==> config.mk <==
export PLATFORM = sky130hd
export DESIGN_NAME = qbc_ctrl
export DESIGN_NICKNAME = d
export VERILOG_FILES = /design/src/rtl/qbc_pkg.sv /design/src/rtl/qbc_ctrl.sv
export VERILOG_INCLUDE_DIRS = /design/src /design/src/rtl
export SDC_FILE = /design/constraint.sdc
export NUM_CORES = 1
export LEC_CHECK = 0
export ABC_CLOCK_PERIOD_IN_PS = 6400
export BUFFER_PORTS_ARGS = -buffer_cell sky130_fd_sc_hd__buf_2
export CORE_ASPECT_RATIO = 0.7
export CORE_UTILIZATION = 50
export CTS_CLUSTER_DIAMETER = 200
export DETAILED_ROUTE_END_ITERATION = 8
export HOLD_SLACK_MARGIN = 0.02
export PLACE_DENSITY = 0.72
export SKIP_CTS_REPAIR_TIMING = 1
export SLEW_MARGIN = 20
export SYNTH_ARGS = -nofsm -noshare
export SYNTH_HDL_FRONTEND = slang
export SYNTH_SLANG_ARGS = --single-unit
==> constraint.sdc <==
create_clock -name clk -period 6.4 [get_ports clk]
set_clock_uncertainty 0.05 [all_clocks]
set_input_delay 0.32 -clock clk [delete_from_list [all_inputs] [get_ports clk]]
set_output_delay 0.32 -clock clk [all_outputs]
set_load 0.01 [all_outputs]
==> src/rtl/quantile_buffer_collapse_macros.svh <==
// Assertion macros used by the quantile buffer collapse RTL.
`ifndef QUANTILE_BUFFER_COLLAPSE_MACROS_SVH
`define QUANTILE_BUFFER_COLLAPSE_MACROS_SVH

// Same-cycle implication, disabled during reset.
`define QBC_ASSERT_IMPLY(label, clk, rst, pre, post) \
  label: assert property (@(posedge clk) disable iff (rst) (pre) |-> (post)) \
    else $error("qbc assertion failed");

// Next-cycle implication, disabled during reset.
`define QBC_ASSERT_NEXT(label, clk, rst, pre, post) \
  label: assert property (@(posedge clk) disable iff (rst) (pre) |=> (post)) \
    else $error("qbc assertion failed");

`endif

==> src/rtl/qbc_pkg.sv <==
// Package of types, codes and constants for the quantile buffer collapse block.
package qbc_pkg;

  localparam int NUM_BUFFERS_DEF = 8;
  localparam int BUFFER_SIZE_DEF = 64;
  localparam int VALUE_WIDTH_DEF = 32;

  localparam int CMD_W      = 3;
  localparam int IDX_W      = 3;
  localparam int POS_W      = 6;
  localparam int DATA_W     = 32;
  localparam int WEIGHT_W   = 16;
  localparam int STATUS_W   = 2;
  localparam int NBUF_REG_W = 4;
  localparam int SIZE_REG_W = 7;
  localparam int PADDR_W    = 3;
  localparam int MCOUNT_W   = SIZE_REG_W + 1;
  localparam int ACC_W      = 24;

  localparam logic [NBUF_REG_W-1:0] NBUF_RESET = 4'd8;
  localparam logic [SIZE_REG_W-1:0] SIZE_RESET = 7'd64;

  // Register select is address bit 2.
  localparam logic REG_BUFFERS_IN_USE = 1'b0;
  localparam logic REG_SIZE_IN_USE    = 1'b1;

  localparam logic [STATUS_W-1:0] STATUS_OK          = 2'd0;
  localparam logic [STATUS_W-1:0] STATUS_RANGE       = 2'd1;
  localparam logic [STATUS_W-1:0] STATUS_ZERO_WEIGHT = 2'd2;
  localparam logic [STATUS_W-1:0] STATUS_OVERFLOW    = 2'd3;

  typedef enum logic [CMD_W-1:0] {
    CMD_WRITE       = 3'd0,
    CMD_READ        = 3'd1,
    CMD_SET_WEIGHT  = 3'd2,
    CMD_COLLAPSE    = 3'd3,
    CMD_READ_WEIGHT = 3'd4
  } cmd_t;

  typedef enum logic [3:0] {
    ST_IDLE,
    ST_DECODE,
    ST_RD_WAIT,
    ST_W_CHECK,
    ST_PRIME_A,
    ST_PRIME_B,
    ST_MERGE,
    ST_MERGE_WAIT,
    ST_SEL_START,
    ST_SEL_LOAD,
    ST_SEL_CMP,
    ST_FINISH
  } state_t;

  typedef struct packed {
    logic [NBUF_REG_W-1:0] num_buffers;
    logic [SIZE_REG_W-1:0] size;
  } cfg_t;

endpackage

==> src/rtl/qbc_ctrl.sv <==
// Command sequencer with weight table, merge walk and quantile selection.
`include "quantile_buffer_collapse_macros.svh"

module qbc_ctrl #(
  parameter int NUM_BUFFERS = qbc_pkg::NUM_BUFFERS_DEF,
  parameter int BUFFER_SIZE = qbc_pkg::BUFFER_SIZE_DEF,
  parameter int VALUE_WIDTH = qbc_pkg::VALUE_WIDTH_DEF,
  localparam int AW = $clog2(NUM_BUFFERS * BUFFER_SIZE),
  localparam int MW = $clog2(2 * BUFFER_SIZE)
) (
  input  logic                            clk,
  input  logic                            rst,
  input  qbc_pkg::cfg_t                   cfg,
  input  logic                            start,
  input  logic [qbc_pkg::CMD_W-1:0]       command,
  input  logic [qbc_pkg::IDX_W-1:0]       buffer_index,
  input  logic [qbc_pkg::IDX_W-1:0]       second_index,
  input  logic [qbc_pkg::POS_W-1:0]       position,
  input  logic [qbc_pkg::DATA_W-1:0]      value,
  input  logic [qbc_pkg::WEIGHT_W-1:0]    weight,
  output logic                            busy,
  output logic                            done,
  output logic [qbc_pkg::STATUS_W-1:0]    status,
  output logic [qbc_pkg::DATA_W-1:0]      read_value,
  output logic [qbc_pkg::WEIGHT_W-1:0]    read_weight,
  output logic                            elem_we,
  output logic [AW-1:0]                   elem_addr,
  output logic [VALUE_WIDTH-1:0]          elem_wdata,
  input  logic [VALUE_WIDTH-1:0]          elem_rdata,
  output logic                            scr_we,
  output logic [MW-1:0]                   scr_addr,
  output logic [VALUE_WIDTH:0]            scr_wdata,
  input  logic [VALUE_WIDTH:0]            scr_rdata
);

  localparam int NIW = $clog2(NUM_BUFFERS);
  localparam int KW  = qbc_pkg::SIZE_REG_W;
  localparam int CW  = qbc_pkg::MCOUNT_W;
  localparam int WW  = qbc_pkg::WEIGHT_W;

  qbc_pkg::state_t state, state_next;

  logic [qbc_pkg::CMD_W-1:0]  cmd;
  logic [qbc_pkg::IDX_W-1:0]  bi, si, widx;
  logic [qbc_pkg::POS_W-1:0]  pos;
  logic [qbc_pkg::DATA_W-1:0] val;
  logic [WW-1:0]              wt, w1, w2, total, wrd;
  logic [WW-1:0]              weights [NUM_BUFFERS];
  logic [qbc_pkg::ACC_W-1:0]  acc, thr;
  logic [KW-1:0]              ia, ib, jj, k;
  logic [CW-1:0]              n, m, k2;
  logic [VALUE_WIDTH-1:0]     head_a, head_b, sel_val;
  logic                       last_a, take_a;
  logic [qbc_pkg::NBUF_REG_W-1:0] nb;
  logic                       bad_bi, bad_si, bad_pos, sel_hit;
  logic [WW:0]                sum;
  logic [63:0]                rd_ext, val_ext;

  assign nb = (32'(cfg.num_buffers) > NUM_BUFFERS) ?
              qbc_pkg::NBUF_REG_W'(NUM_BUFFERS) : cfg.num_buffers;
  assign k  = (32'(cfg.size) > BUFFER_SIZE) ? KW'(BUFFER_SIZE) : cfg.size;
  assign k2 = CW'(k) + CW'(k);

  assign bad_bi  = {1'b0, bi} >= nb;
  assign bad_si  = {1'b0, si} >= nb;
  assign bad_pos = {1'b0, pos} >= k;

  assign widx = (state == qbc_pkg::ST_W_CHECK) ? si : bi;
  assign wrd  = weights[NIW'(32'(widx))];
  assign sum  = {1'b0, w1} + {1'b0, wrd};

  // Ties go to the first buffer.
  assign take_a = (ia < k) && ((ib >= k) || ($signed(head_a) <= $signed(head_b)));
  assign sel_hit = (jj < k) && (acc >= thr);

  assign rd_ext  = 64'(signed'(elem_rdata));
  assign val_ext = 64'(val);
  assign busy    = (state != qbc_pkg::ST_IDLE);

  function automatic logic [AW-1:0] eaddr(logic [qbc_pkg::IDX_W-1:0] b, logic [KW-1:0] o);
    eaddr = AW'(32'(b) * BUFFER_SIZE + 32'(o));
  endfunction

  always_comb begin
    state_next = state;
    elem_we    = 1'b0;
    elem_addr  = eaddr(bi, KW'(pos));
    elem_wdata = val_ext[VALUE_WIDTH-1:0];
    scr_we     = 1'b0;
    scr_addr   = MW'(32'(n));
    scr_wdata  = {take_a, (take_a ? head_a : head_b)};
    case (state)
      qbc_pkg::ST_IDLE: begin
        if (start) begin
          state_next = qbc_pkg::ST_DECODE;
        end
      end
      qbc_pkg::ST_DECODE: begin
        state_next = qbc_pkg::ST_IDLE;
        case (cmd)
          qbc_pkg::CMD_WRITE: begin
            elem_we = !(bad_bi || bad_pos);
          end
          qbc_pkg::CMD_READ: begin
            if (!(bad_bi || bad_pos)) begin
              state_next = qbc_pkg::ST_RD_WAIT;
            end
          end
          qbc_pkg::CMD_COLLAPSE: begin
            if (!(bad_bi || bad_si || bi == si)) begin
              state_next = qbc_pkg::ST_W_CHECK;
            end
          end
          default: begin
            state_next = qbc_pkg::ST_IDLE;
          end
        endcase
      end
      qbc_pkg::ST_RD_WAIT: begin
        state_next = qbc_pkg::ST_IDLE;
      end
      qbc_pkg::ST_W_CHECK: begin
        elem_addr = eaddr(bi, '0);
        if (w1 == '0 || wrd == '0 || sum[WW]) begin
          state_next = qbc_pkg::ST_IDLE;
        end else if (k == '0) begin
          state_next = qbc_pkg::ST_FINISH;
        end else begin
          state_next = qbc_pkg::ST_PRIME_A;
        end
      end
      qbc_pkg::ST_PRIME_A: begin
        elem_addr  = eaddr(si, '0);
        state_next = qbc_pkg::ST_PRIME_B;
      end
      qbc_pkg::ST_PRIME_B: begin
        state_next = qbc_pkg::ST_MERGE;
      end
      qbc_pkg::ST_MERGE: begin
        scr_we = 1'b1;
        if (n + CW'(1) == k2) begin
          state_next = qbc_pkg::ST_SEL_START;
        end else if (take_a && (ia + KW'(1) < k)) begin
          elem_addr  = eaddr(bi, ia + KW'(1));
          state_next = qbc_pkg::ST_MERGE_WAIT;
        end else if (!take_a && (ib + KW'(1) < k)) begin
          elem_addr  = eaddr(si, ib + KW'(1));
          state_next = qbc_pkg::ST_MERGE_WAIT;
        end
      end
      qbc_pkg::ST_MERGE_WAIT: begin
        state_next = qbc_pkg::ST_MERGE;
      end
      qbc_pkg::ST_SEL_START: begin
        scr_addr   = '0;
        state_next = qbc_pkg::ST_SEL_LOAD;
      end
      qbc_pkg::ST_SEL_LOAD: begin
        state_next = qbc_pkg::ST_SEL_CMP;
      end
      qbc_pkg::ST_SEL_CMP: begin
        if (sel_hit) begin
          elem_we    = 1'b1;
          elem_addr  = eaddr(bi, jj);
          elem_wdata = sel_val;
        end else if (jj >= k || m + CW'(1) == k2) begin
          state_next = qbc_pkg::ST_FINISH;
        end else begin
          scr_addr   = MW'(32'(m + CW'(1)));
          state_next = qbc_pkg::ST_SEL_LOAD;
        end
      end
      qbc_pkg::ST_FINISH: begin
        state_next = qbc_pkg::ST_IDLE;
      end
      default: begin
        state_next = qbc_pkg::ST_IDLE;
      end
    endcase
  end

  always_ff @(posedge clk) begin
    if (rst) begin
      state <= qbc_pkg::ST_IDLE;
      done  <= 1'b0;
      for (int e = 0; e < NUM_BUFFERS; e++) begin
        weights[e] <= '0;
      end
    end else begin
      state <= state_next;
      done  <= 1'b0;
      case (state)
        qbc_pkg::ST_IDLE: begin
          if (start) begin
            cmd <= command;
            bi  <= buffer_index;
            si  <= second_index;
            pos <= position;
            val <= value;
            wt  <= weight;
          end
        end
        qbc_pkg::ST_DECODE: begin
          read_value  <= '0;
          read_weight <= '0;
          status      <= qbc_pkg::STATUS_OK;
          case (cmd)
            qbc_pkg::CMD_WRITE: begin
              done <= 1'b1;
              if (bad_bi || bad_pos) begin
                status <= qbc_pkg::STATUS_RANGE;
              end
            end
            qbc_pkg::CMD_READ: begin
              if (bad_bi || bad_pos) begin
                done   <= 1'b1;
                status <= qbc_pkg::STATUS_RANGE;
              end
            end
            qbc_pkg::CMD_SET_WEIGHT: begin
              done <= 1'b1;
              if (bad_bi) begin
                status <= qbc_pkg::STATUS_RANGE;
              end else begin
                weights[NIW'(32'(bi))] <= wt;
              end
            end
            qbc_pkg::CMD_READ_WEIGHT: begin
              done <= 1'b1;
              if (bad_bi) begin
                status <= qbc_pkg::STATUS_RANGE;
              end else begin
                read_weight <= wrd;
              end
            end
            qbc_pkg::CMD_COLLAPSE: begin
              w1 <= wrd;
              if (bad_bi || bad_si || bi == si) begin
                done   <= 1'b1;
                status <= qbc_pkg::STATUS_RANGE;
              end
            end
            default: begin
              done   <= 1'b1;
              status <= qbc_pkg::STATUS_RANGE;
            end
          endcase
        end
        qbc_pkg::ST_RD_WAIT: begin
          done       <= 1'b1;
          read_value <= rd_ext[qbc_pkg::DATA_W-1:0];
        end
        qbc_pkg::ST_W_CHECK: begin
          w2    <= wrd;
          total <= sum[WW-1:0];
          thr   <= qbc_pkg::ACC_W'(sum[WW-1:1]);
          acc   <= '0;
          ia    <= '0;
          ib    <= '0;
          jj    <= '0;
          n     <= '0;
          m     <= '0;
          if (w1 == '0 || wrd == '0) begin
            done   <= 1'b1;
            status <= qbc_pkg::STATUS_ZERO_WEIGHT;
          end else if (sum[WW]) begin
            done   <= 1'b1;
            status <= qbc_pkg::STATUS_OVERFLOW;
          end
        end
        qbc_pkg::ST_PRIME_A: begin
          head_a <= elem_rdata;
        end
        qbc_pkg::ST_PRIME_B: begin
          head_b <= elem_rdata;
        end
        qbc_pkg::ST_MERGE: begin
          n      <= n + CW'(1);
          last_a <= take_a;
          if (take_a) begin
            ia <= ia + KW'(1);
          end else begin
            ib <= ib + KW'(1);
          end
        end
        qbc_pkg::ST_MERGE_WAIT: begin
          if (last_a) begin
            head_a <= elem_rdata;
          end else begin
            head_b <= elem_rdata;
          end
        end
        qbc_pkg::ST_SEL_LOAD: begin
          acc     <= acc + qbc_pkg::ACC_W'(scr_rdata[VALUE_WIDTH] ? w1 : w2);
          sel_val <= scr_rdata[VALUE_WIDTH-1:0];
        end
        qbc_pkg::ST_SEL_CMP: begin
          if (sel_hit) begin
            jj  <= jj + KW'(1);
            thr <= thr + qbc_pkg::ACC_W'(total);
          end else begin
            m <= m + CW'(1);
          end
        end
        qbc_pkg::ST_FINISH: begin
          done                   <= 1'b1;
          read_weight            <= total;
          weights[NIW'(32'(bi))] <= total;
          weights[NIW'(32'(si))] <= '0;
        end
        default: begin
        end
      endcase
    end
  end

  `QBC_ASSERT_NEXT(a_accept_busy, clk, rst, start && !busy, busy)
  `QBC_ASSERT_IMPLY(a_done_after_work, clk, rst, done, $past(state) != qbc_pkg::ST_IDLE)
  `QBC_ASSERT_IMPLY(a_merge_bound, clk, rst, state == qbc_pkg::ST_MERGE, n < k2)
  `QBC_ASSERT_IMPLY(a_select_bound, clk, rst, state == qbc_pkg::ST_SEL_CMP && elem_we, jj < k)

endmodule

==> impl_metrics.yaml, run 1 <==
status:
  status: "finished clean"
worst_hold_path:
  holdPathEnd: "state[0]"
  hold_depth: 4
  hold_class: "in2reg"
  worstHoldStart: "start"
cts:
  clk_path_buf_depth: 3
  cts_made_buffers: 48
  root_buffer: "clkbuf_16"
  clk_pin_slew_worst_paths_ns: 0.07
  htreeDepth: 2
  worstSkewPairLatency_ns: 0.61
  cts_tree: "built"
  clock_sinks: 476
detailed_routing:
  ant_nets: 0
  drt-wirelength-per-cell_microns: 21.9
  drc: 0
  viasPerCell: 6.01
  firstDrtPassIters: 6
  vias: 20900
  routed_wl_microns: 76000
  first_iter_violations: 2420
cells_and_area:
  area_growth_pct: 20.2
  fin_nets: 3079
  drive_above_1_share: 0.180
critical_path:
  r2r-start: "state[1]"
  arrival_ns: 6.06
  rr_worst_depth: 19
  crit_path_end_kind: "register"
  crit_type: "reg2reg"
  cp_max_fo: 19
  required_ns: 6.87
  r2r_slack_ns: 0.81
  regToRegEndpoint: "state[2]"
  crit_path_start_kind: "register"
power_and_ir_drop:
  p_leak_nw: 12.4
  p_switching_mw: 1.61
  seqPwrFrac: 0.491
  comb_power_share: 0.077
  p_int_mw: 5.23
  swShare: 0.235
  pwr-share-clk: 0.432
  total_power_mw: 6.83
  powerDensity_mw_per_mm2: 226
  ir_worst_vdd_uv: 188
sta:
  final_max_slew_viol_count: 0
  fmaxAchievable_ghz: 0.179
  setup_ws_ns: 0.810
  tightestPinTransition_ns: 1.19
  relSlewSlack: 0.182
  setup_violations: 0
  rsz0062_at_grt: "false"
  timing.final.crit_share: 0.873
  fin_crit_ns: 5.59
  fin_setup_tns_ns: 0
  finalHoldViolCount: 0
synth:
  synthMuxAreaShare: 0.0606
  yosysSeqAreaShare: 0.516
  synth_top_family_by_area: "simple AND/OR/NAND/NOR gates"
  synth.avg_cell_area_sq_um: 10.5
  synth_compound_area_frac: 0.133
  syn-instance-count: 2396
  synth_fa_ha_area_frac: 0.0820
  synth.net_count: 2701
  yosys_most_used_dff: "edfxtp_1"
  synth_edf_count: 343
  syn_area_sq_mm: 0.0251
  synth_cell_types: 82
  synth-seq-cells: 476
  synth-xor-area-share: 0.0297
  synth-simple-area-share: 0.142
  yosysWarnings: 0
  async_flop_share: 0
grt:
  grt_max_degree: 69
  grt.total_usage: 0.281
  gr-total-overflow: 0
  grt_pass1_wl_microns: 112000
  antenna_found_initial: 3
  grt_pass1_vias: 19100
floorplanning:
  die_h_microns: 190
  die_x_microns: 270
  num_rows: 68
  pin_count: 277
  initial_core_util: 0.508
  fp.coreArea_sq_mm: 0.0494
  die_area_sq_mm: 0.0512
run:
  drv_cap: 0
placement:
  dp_slack_ns: 0.952
  port_buffers: 276
  gp_congestion: 0.922
  hpwl_microns: 52900
## registers in the layout (all words and copies together) (netlist names), 24 cells and up
register	cells
sel_val	32
acc	24
read_value	32
head_a	32
val	32
weights	128
head_b	32
thr	24
## final cells by class
cell class              count  area [sq um]
diodes                      1          2.50
clock buffers              68          1380
clock inverters            20           251
fillers                  3954         19200
inverters                 110           419
multi-input cells        1693         11400
flip-flops and latches    476         13000
well taps                 665           832
repair buffers            445          3010
## power groups by stage
stage	Clock, mW	Combinational, mW	Sequential (mW)
CTS	2.98	0.446	3.36
detailed placement	0	0.443	3.42
floorplan	0	0.260	3.42
global route	3.10	0.562	3.36
finish	2.95	0.524	3.36
global placement	0	0.431	3.42
## logic make-up after synthesis
group / Yosys count
xor+xnor: 82
buf+inv: 227
flops: 476
mux: 134
compound gates: 517
simple gates: 797
fa+ha+maj: 163
## metal layers
layer,vias up,part of all wire,global-route usage
li1,9590,-,-
met1,10200,0.45,0.416
met2,1031,0.44,0.423
met3,129,0.089,0.0495
met4,2,0.024,0.0728
met5,-,0.00012,0
## Yosys cell counts, types with 6 or more instances
master	n	area share
nor2_1	378	0.056
edfxtp_1	343	0.41
ha_1	160	0.080
nand2_1	153	0.023
a31oi_1	138	0.034
dfxtp_1	133	0.11
o21ai_0	117	0.023
inv_1	108	0.016
clkbuf_1	95	0.014
a21oi_1	87	0.017
mux2_2	68	0.030
mux2i_1	55	0.022
nand3_1	54	0.011
and3_1	48	0.012
xor2_1	43	0.015
nor3_1	40	0.0080
xnor2_1	37	0.013
nand4_1	21	0.0052
and2_1	18	0.0045
nor2b_1	18	0.0045
a211oi_1	17	0.0051
a21o_1	15	0.0045
nand2b_1	14	0.0035
o21a_1	14	0.0042
a32o_1	12	0.0048
nor4_1	12	0.0030
o22ai_1	12	0.0030
a221o_1	11	0.0044
or3_1	11	0.0027
buf_1	10	0.0015
or4_1	10	0.0030
o211ai_1	9	0.0027
o2bb2ai_1	8	0.0028
o31ai_1	7	0.0021
or2_2	7	0.0017
a21boi_0	6	0.0018
a221oi_1	6	0.0021
mux4_2	6	0.0054
## metrics by stage
| step | hold slack (ns) | std cells | cell area, sq um | util |
|---|---|---|---|---|
| floorplan | 0.369 | 2396 | 25100 | - |
| global placement | 0.424 | 3258 | 27200 | 0.551 |
| detailed placement | 0.437 | 3258 | 27200 | 0.551 |
| CTS | -0.202 | 3346 | 28900 | 0.584 |
| global route | 0.164 | 3478 | 30200 | 0.611 |
| finish | 0.160 | 3478 | 30200 | 0.611 |
## cells in the final DEF (no fill, tap or decap), types with 12 or more instances in the layout
master,Yosys,final
o21a_1,14,14
nor2_1,378,373
nand2b_1,14,14
mux2_2,68,68
a21oi_1,87,84
a21o_1,15,15
a32o_1,12,12
a31oi_1,138,138
nand4_1,21,21
dfxtp_1,133,133
inv_1,108,108
xor2_1,43,43
and3_1,48,48
nand2_1,153,147
a211oi_1,17,16
buf_2,5,277
edfxtp_1,343,343
nor2b_1,18,18
dlygate4sd3_1,0,127
mux2i_1,55,54
nand3_1,54,54
and2_1,18,18
o22ai_1,12,12
nor3_1,40,40
clkbuf_16,0,49
buf_4,3,38
ha_1,160,160
o21ai_0,117,117
xnor2_1,37,37
## worst max-delay path by stage
| stage | slack (ns) | depth (start not counted) | endpoint | startpoint |
|---|---|---|---|---|
| 5_1_grt | 0.46 | 16 | status[1] | state[1] |
| 3_3_place_gp | 1.12 | 19 | state[2] | state[1] |
| 3_5_place_dp | 0.95 | 19 | state[2] | state[1] |
| 6_report | 0.81 | 19 | state[2] | state[1] |
| 2_1_floorplan | 0.16 | 2 | head_b[0] | state[1] |
| 4_1_cts | 0.95 | 19 | state[2] | state[1] |
## worst max-delay path, cell delays in order, from the launching register on
cell,delay (ns)
dfxtp_1,0.62
nand4bb_1,0.22
buf_4,0.24
inv_6,0.11
mux2i_4,0.55
buf_4,0.39
mux2_2,0.37
o22ai_1,0.15
a221o_1,0.20
inv_1,0.09
ha_1,0.32
nor2b_1,0.16
o31ai_1,0.47
a21oi_1,0.21
a41oi_1,0.33
a21oi_1,0.14
nand4_1,0.11
nand2_1,0.12
or4_1,0.48
a21oi_1,0.15
Power figures use the tool's default switching activity.
==> run 2: changes to the inputs <==
- CORE_MARGIN: unset -> 2
==> impl_metrics.yaml, run 2 (synthesis results as in run 1) <==
detailed_routing:
  firstDrtPassIters: 6
  vias: 20900
  first_iter_violations: 2450
  viasPerCell: 6.01
  ant_nets: 0
  drc: 0
  routed_wl_microns: 76100
  drt-wirelength-per-cell_microns: 21.8
sta:
  finalHoldViolCount: 0
  relSlewSlack: 0.234
  fmaxAchievable_ghz: 0.169
  setup_ws_ns: 0.494
  rsz0062_at_grt: "false"
  tightestPinTransition_ns: 1.12
  hold_slack_ns: 0.150
  setup_violations: 0
  final_max_slew_viol_count: 0
  timing.final.crit_share: 0.923
  fin_crit_ns: 5.91
  fin_setup_tns_ns: 0
critical_path:
  r2r-start: "state[2]"
  arrival_ns: 6.40
  cp_common_cell: "a21oi_1"
  rr_worst_depth: 16
  crit_path_start_kind: "register"
  crit_path_end_kind: "register"
  regToRegEndpoint: "state[2]"
  startpoint: "state[2]"
  cp_max_fo: 16
  cp_slowest_cell: "mux2i_2"
  r2r_slack_ns: 0.49
  crit_type: "reg2reg"
  crit_path_max_incr_delay_ns: 0.79
  path_cells: "nand4bb_1, inv_6, mux2i_2, nor2_1, a221o_1, inv_1, ha_1, nor2b_1, o31ai_1, a21oi_1, a41oi_1, a21oi_1, nand4_1, nand2_1, or4_1, a21oi_1"
  required_ns: 6.89
floorplanning:
  initial_core_util: 0.508
  pin_count: 277
  die_area_sq_mm: 0.0521
  die_h_microns: 192
  fp.coreArea_sq_mm: 0.0494
  num_rows: 68
  die_x_microns: 272
grt:
  antenna_found_initial: 4
  grt_max_degree: 83
  grt.total_usage: 0.274
  grt_pass1_wl_microns: 111000
  grt_pass1_vias: 19000
  gr-total-overflow: 0
placement:
  port_buffers: 276
  gp_congestion: 0.935
  dp_slack_ns: 0.694
  dpl_cell_area_sq_mm: 0.0272
  hpwl_microns: 53700
cells_and_area:
  drive_above_1_share: 0.180
  area_growth_pct: 20.2
  layout_commonest_cell: "nor2_1"
  fin_nets: 3080
  top_register: "weights"
  layout_common_cells: "373 x nor2_1, 343 x edfxtp_1, 276 x buf_2"
  largest_reg_flops: 128
  final_cell_area_sq_mm: 0.0302
power_and_ir_drop:
  powerDensity_mw_per_mm2: 224
  p_leak_nw: 12.4
  total_power_mw: 6.76
  ir_worst_vdd_uv: 254
worst_hold_path:
  hold_depth: 4
  holdPathEnd: "state[0]"
  hold_class: "in2reg"
  worstHoldStart: "start"
cts:
  clk_path_buf_depth: 3
  clock_sinks: 476
  cts_tree: "built"
  root_buffer: "clkbuf_16"
  clk_pin_slew_worst_paths_ns: 0.07
  worstSkewPairLatency_ns: 0.62
  htreeDepth: 2
  cts_made_buffers: 47
run:
  drv_cap: 0
status:
  status: "finished clean"
[run 2: cell count changes in the layout (fill, tap and decap cells not counted), sizes merged]
cell and delta:
buf +1, bufinv -1, clkbuf -2, diode +4
inv +3
[run 2: per-stage QoR]
step | util | instances
floorplan | - | 2396
global placement | 0.551 | 3259
detailed placement | 0.551 | 3259
CTS | 0.583 | 3346
global route | 0.611 | 3483
finish | 0.611 | 3483
[run 2: metal layers]
metal  track usage  share of wire  vias up
li1              -              -     9604
met1         0.395           0.43    10300
met2         0.426           0.46      923
met3        0.0430          0.081      141
met4        0.0811          0.025        0
met5             0              0        -
[run 2: area by class of cell]
| class | count | area (sq um) |
|---|---|---|
| diodes | 5 | 12.5 |
| clock buffers | 65 | 1340 |
| clock inverters | 22 | 246 |
| fillers | 3957 | 19200 |
| inverters | 110 | 419 |
| multi-input cells | 1693 | 11400 |
| flip-flops and latches | 476 | 13000 |
| well taps | 665 | 832 |
| repair buffers | 447 | 3040 |
[run 2: report_power, final]
part           total (mW)  internal (mW)  leakage, nW  switching [mW]
combinational       0.529          0.219         7.36           0.310
clock                2.87           1.60        0.788            1.27
sequential           3.36           3.34         4.23          0.0213
total                6.76           5.15         12.4            1.60
[run 2: worst max path at each step]
stage                      endpoint  slack (ns)  cells after the start
after global routing      status[1]        0.17                     19
after global placement    status[0]        0.89                     19
after detailed placement   state[2]        0.69                     16
final                      state[2]        0.49                     16
after floorplan           head_b[0]        0.16                      2
after CTS                  state[2]        0.67                     16
[run 2: critical path: cells and delay by family (launching register included)]
family	cells	cell delay (ns)
buffers and inverters	2	0.44
AO/OA/AOI/OAI	6	1.92
adder cells (fa/ha/maj)	1	0.27
flip-flops	1	0.44
AND/OR/NAND/NOR	6	1.94
multiplexers	1	0.79
